--- config.mk ---
export PLATFORM = sky130hd
export DESIGN_NAME = pcpr_div
export DESIGN_NICKNAME = d
export VERILOG_FILES = /design/src/rtl/pcpr_pkg.sv /design/src/rtl/pcpr_div.sv
export SDC_FILE = /design/constraint.sdc
export NUM_CORES = 2
export LEC_CHECK = 0
export BUFFER_PORTS_ARGS = -buffer_cell sky130_fd_sc_hd__buf_2
export CORE_ASPECT_RATIO = 2
export CORE_MARGIN = 2
export CORE_UTILIZATION = 40
export CTS_CLUSTER_SIZE = 10
export DETAILED_ROUTE_END_ITERATION = 12
export HOLD_SLACK_MARGIN = 0.02
export PLACE_DENSITY = 0.67
export SYNTH_ARGS = -nofsm -noshare
export SYNTH_HDL_FRONTEND = slang
export SYNTH_SLANG_ARGS = --single-unit
--- constraint.sdc ---
create_clock -name clk -period 14.78 [get_ports clk]
set_clock_uncertainty 0.15 [all_clocks]
set_input_delay 2.956 -clock clk [delete_from_list [all_inputs] [get_ports clk]]
set_output_delay 2.956 -clock clk [all_outputs]
set_load 0.02 [all_outputs]
--- src/rtl/pcpr_pkg.sv ---
// ----------------------------------------------------------------------------
// pcpr_pkg
// Shared types and constants for the point cloud projection and rotation block.
// ----------------------------------------------------------------------------
package pcpr_pkg;

    localparam int TRIG_BITS  = 14;
    localparam int QBITS      = 15;
    localparam int DIV_STAGES = QBITS + 1;
    localparam int NUM_W      = 48;
    localparam int MAG_W      = NUM_W - 1;
    localparam int DEN_W      = 33;
    localparam int ACC_W      = 66;

    typedef enum logic {
        CMD_LOAD  = 1'b0,
        CMD_POINT = 1'b1
    } cmd_t;

    typedef enum logic [1:0] {
        CFG_WIDTH  = 2'd0,
        CFG_HEIGHT = 2'd1,
        CFG_SINE   = 2'd2,
        CFG_COSINE = 2'd3
    } cfg_idx_t;

    typedef enum logic [1:0] {
        ST_INSIDE  = 2'd0,
        ST_OUTSIDE = 2'd1,
        ST_ZERO_W  = 2'd2
    } status_t;

    typedef struct packed {
        logic signed [31:0] wx;
        logic signed [31:0] wy;
        logic signed [31:0] wz;
        logic               zw;
    } side_t;

    function automatic logic signed [31:0] sat32(input logic signed [ACC_W-1:0] x);
        logic signed [ACC_W-1:0] lo;
        logic signed [ACC_W-1:0] hi;
        lo = -(ACC_W'(64'sd2147483648));
        hi = ACC_W'(64'sd2147483647);
        if (x < lo)
        begin
            return 32'sh8000_0000;
        end
        else if (x > hi)
        begin
            return 32'sh7fff_ffff;
        end
        return x[31:0];
    endfunction

endpackage

--- src/rtl/pcpr_div.sv ---
// ----------------------------------------------------------------------------
// pcpr_div
// Pipelined signed-by-positive divider, one quotient bit per stage, with the
// quotient truncated towards zero and clamped to the 16-bit signed range.
// ----------------------------------------------------------------------------
module pcpr_div (
    input  logic                                 clk,
    input  logic [pcpr_pkg::DIV_STAGES-1:0]      en,
    input  logic signed [pcpr_pkg::NUM_W-1:0]    num,
    input  logic [pcpr_pkg::DEN_W-1:0]           den,
    output logic signed [15:0]                   quo
);
    import pcpr_pkg::*;

    logic [MAG_W-1:0] rem_reg [DIV_STAGES];
    logic [DEN_W-1:0] den_reg [DIV_STAGES];
    logic [QBITS-1:0] q_reg   [DIV_STAGES];
    logic             neg_reg [DIV_STAGES];
    logic             ovf_reg [DIV_STAGES];

    logic [MAG_W-1:0] mag_next;
    logic             ovf_next;

    // magnitude and overflow check: |num| >= den * 2^15
    always_comb
    begin
        mag_next = num[NUM_W-1] ? MAG_W'(-num) : MAG_W'(num);
        ovf_next = NUM_W'({1'b0, mag_next}) >= (NUM_W'(den) << QBITS);
    end

    always_ff @(posedge clk)
    begin
        if (en[0])
        begin
            rem_reg[0] <= mag_next;
            den_reg[0] <= den;
            q_reg[0]   <= '0;
            neg_reg[0] <= num[NUM_W-1];
            ovf_reg[0] <= ovf_next;
        end
    end

    for (genvar i = 1; i < DIV_STAGES; i++)
    begin : g_bit
        logic [NUM_W-1:0] dsh;
        logic             take;
        logic [MAG_W-1:0] rem_next;
        logic [QBITS-1:0] q_next;

        always_comb
        begin
            dsh      = NUM_W'(den_reg[i-1]) << (QBITS - i);
            take     = NUM_W'({1'b0, rem_reg[i-1]}) >= dsh;
            rem_next = take ? MAG_W'(NUM_W'(rem_reg[i-1]) - dsh) : rem_reg[i-1];
            q_next   = q_reg[i-1];
            q_next[QBITS-i] = take;
        end

        always_ff @(posedge clk)
        begin
            if (en[i])
            begin
                rem_reg[i] <= rem_next;
                den_reg[i] <= den_reg[i-1];
                q_reg[i]   <= q_next;
                neg_reg[i] <= neg_reg[i-1];
                ovf_reg[i] <= ovf_reg[i-1];
            end
        end
    end

    logic [16:0] mag_fin;

    always_comb
    begin
        if (ovf_reg[DIV_STAGES-1])
        begin
            mag_fin = neg_reg[DIV_STAGES-1] ? 17'd32768 : 17'd32767;
        end
        else
        begin
            mag_fin = 17'(q_reg[DIV_STAGES-1]);
        end
        quo = neg_reg[DIV_STAGES-1] ? 16'(-mag_fin) : 16'(mag_fin);
    end

endmodule

==> results.json <==
{
  "outcome": "finished clean",
  "hold_viol": 0,
  "coreArea_um2": 191000,
  "clockBufferDepth": 4,
  "gp_congestion": 1.00,
  "rrSetupSlack_ps": 8830,
  "cts_tree": "done",
  "maxCapViolCount": 0,
  "yosysTopAreaCell": "edfxtp_1",
  "slowest_stage": "or4_2",
  "internal_power_mw": 10.4,
  "nNetsFinal": 7806,
  "drv_slew": 0,
  "insertion_delay_ps": 840,
  "syn_area_um2": 76700,
  "cts_resized": 0,
  "grt_pass1_vias": 56834,
  "yosysSeqAreaShare_pct": 52.9,
  "synth_edf_count": 1352,
  "path_class": "in -> reg",
  "max_freq_mhz": 129,
  "comb_power_share_pct": 43.0,
  "ys_top_cells_by_area": "edfxtp_1 (53%), ha_1 (8.6%), a21oi_1 (4.5%)",
  "min_period_over_period_pct": 52.3,
  "r2r_start": "den_reg[1][74]",
  "min_to": "q_reg[13][4]",
  "hold_slack_ps": 232,
  "rows": 227,
  "min_path_cells": 0,
  "area_growth_syn_to_layout_pct": 10.3,
  "drt-pass1-iter-count": 8,
  "total_power_mw": 16.8,
  "wl_mm": 225,
  "cp-start-kind": "primary input",
  "ys_types": 99,
  "p_leak_nw": 33.2,
  "irDropWorstVdd_uv": 85.3,
  "die_w_um": 314,
  "start_util_pct": 40.2,
  "p_seq_share_pct": 36.5,
  "htree_levels": 4,
  "min_from": "q_reg[12][4]",
  "regArea_um2": 40600,
  "syn_area_per_cell_um2": 10.9,
  "initialDrtViolationCount": 2816,
  "dieArea_um2": 195000,
  "power.share.switching_pct": 38.0,
  "worst_slew_margin_rel_pct": 6.01,
  "hpwl_mm": 184,
  "io_pins": 114,
  "critical_path.most_common_cell": "nor3_1",
  "num_vias": 53448,
  "fin_crit_ps": 7730,
  "cp.arrival_ps": 8130,
  "die_h_um": 623,
  "async_reset_ff_share_pct": 0,
  "critPathMaxFanout": 5,
  "path_clk_slew_ps": 70,
  "worst_pin_slew_ps": 1400,
  "synth_seq_cells": 1352,
  "post-place-ws_ps": 6150,
  "drc": 0,
  "final.setup.tns_ps": 0,
  "yosys-top-cells-count": "edfxtp_1 (1352), a21oi_1 (696), inv_1 (658)",
  "worstReg2RegEnd": "rem_reg[1][175]",
  "n_fill_cell": 17744,
  "grt_pass1_wl_mm": 330,
  "drive_above_1_share_pct": 7.50,
  "grt_antenna_before_repair": 15,
  "cts_buffers": 162,
  "end_kind": "flip-flop",
  "synth_cells": 7018,
  "power_frac_clock_pct": 20.5,
  "max_stage_delay_ps": 760,
  "rsz0062_at_grt": "false",
  "largest_reg_flops": 705,
  "setup_violations": 0,
  "cts_root_buf": "clkbuf_16",
  "synth_ff_type": "edfxtp_1",
  "p_sw_mw": 6.39,
  "final_antenna_net_count": 0,
  "crit_chain": "buf_2 > or4_2 > nor3_1 > nand4_1 > or4_4 > nand2b_4 > o41ai_2 > xnor2_1 > ha_1 > nand4_1 > nor4_1 > buf_4 > nand3_1 > nor3_1 > nand3_1 > nor3_1 > a31oi_1 > o21ai_0 > a211o_1",
  "p_per_area_nw_per_um2": 199,
  "multi_input_area_um2": 33000,
  "hold_buffers": 0,
  "clkSinkCount": 1352,
  "min_path_type": "reg -> reg",
  "grt_use_total_pct": 22.7,
  "cts_setup_buffers": 0,
  "critPathRequiredTime_ps": 15180,
  "wl_per_cell_um": 23.2,
  "synth_top_area_share_pct": 52.9,
  "vias_per_cell": 5.50,
  "grt_max_degree": 83,
  "port_buffers": 113,
  "synth.most_common_cell": "edfxtp_1",
  "yosys_warnings": 0,
  "reg2reg_depth": 12,
  "syn-num-nets": 7659,
  "worst_slack_ps": 7050,
  "grt_overflow": 0
}
[cells by family (layout without fill, tap and decap cells)]
kind of cell | after synthesis | in the layout | share of synthesized area [%]
multiplexers | 113 | 113 | 1.65
flip-flops | 1352 | 1352 | 52.9
AO/OA/AOI/OAI | 1853 | 1853 | 14.9
XOR/XNOR | 537 | 537 | 6.13
AND/OR/NAND/NOR | 1770 | 1770 | 11.2
other | 0 | 15 | 0
adder cells (fa/ha/maj) | 543 | 543 | 9.00
buffers and inverters | 850 | 1016 | 4.21
[per-layer routing]
metal	track usage, %	wire (µm)
met1	14.1	55000
met2	48.8	134000
met3	2.97	6480
met4	24.7	29300
met5	0	38
[per-stage QoR]
stage               cells  area (µm²)  util, %
floorplan            7018       76700        -
global placement     9520       80300     42.1
detailed placement   9520       80300     42.1
CTS                  9703       84500     44.3
global route         9715       84600     44.3
finish               9718       84600     44.3
[power groups by stage]
| stage | combinational (mW) | sequential, mW | clock [mW] |
|---|---|---|---|
| 2_1_floorplan | 5.15 | 5.88 | 0 |
| 3_3_place_gp | 7.06 | 6.16 | 0 |
| 3_5_place_dp | 7.15 | 6.18 | 0 |
| 4_1_cts | 7.19 | 6.11 | 3.52 |
| 5_1_grt | 7.90 | 6.20 | 3.65 |
| 6_report | 7.23 | 6.13 | 3.45 |
[placed cells by master (no fill, tap or decap), drive strengths merged, types with 111 or more instances in the layout]
| master | Yosys | routed |
|---|---|---|
| buf | 45 | 174 |
| clkbuf | 146 | 178 |
| inv | 659 | 661 |
| xor2 | 202 | 202 |
| a21oi | 697 | 697 |
| nand2 | 431 | 431 |
| edfxtp | 1352 | 1352 |
| nor3 | 131 | 131 |
| nor2 | 549 | 549 |
| nand4 | 111 | 111 |
| ha | 529 | 529 |
| o21ai | 417 | 417 |
| a21o | 244 | 244 |
| nand3 | 124 | 124 |
| xnor2 | 335 | 335 |
[worst max path at each step]
stage / start / end / slack (ps) / cells past startpoint
global route: num[5] / ovf_reg[0][0] / 6970 / 19
floorplan: num[13] / ovf_reg[0][0] / 7650 / 18
global placement: num[5] / ovf_reg[0][0] / 6070 / 19
detailed placement: num[5] / ovf_reg[0][0] / 6150 / 19
CTS: num[5] / ovf_reg[0][0] / 7010 / 19
finish: num[5] / ovf_reg[0][0] / 7050 / 19
[area by class of cell]
| type | instances | area share [%] |
|---|---|---|
| clock buffer | 178 | 4.96 |
| multi-input combinational | 4816 | 39.0 |
| clock inverter | 5 | 0.0799 |
| tap | 2519 | 3.73 |
| timing repair buffer | 174 | 1.25 |
| antenna | 15 | 0.0444 |
| inverter | 659 | 2.92 |
| sequential | 1352 | 48.0 |
[worst max-delay path: cells and delay by family]
family | cells | cell delay (ps)
compound gates | 4 | 1360
simple gates | 11 | 3040
buf+inv | 2 | 280
xor+xnor | 1 | 210
fa+ha+maj | 1 | 300
(Power assumes the default switching activity.)
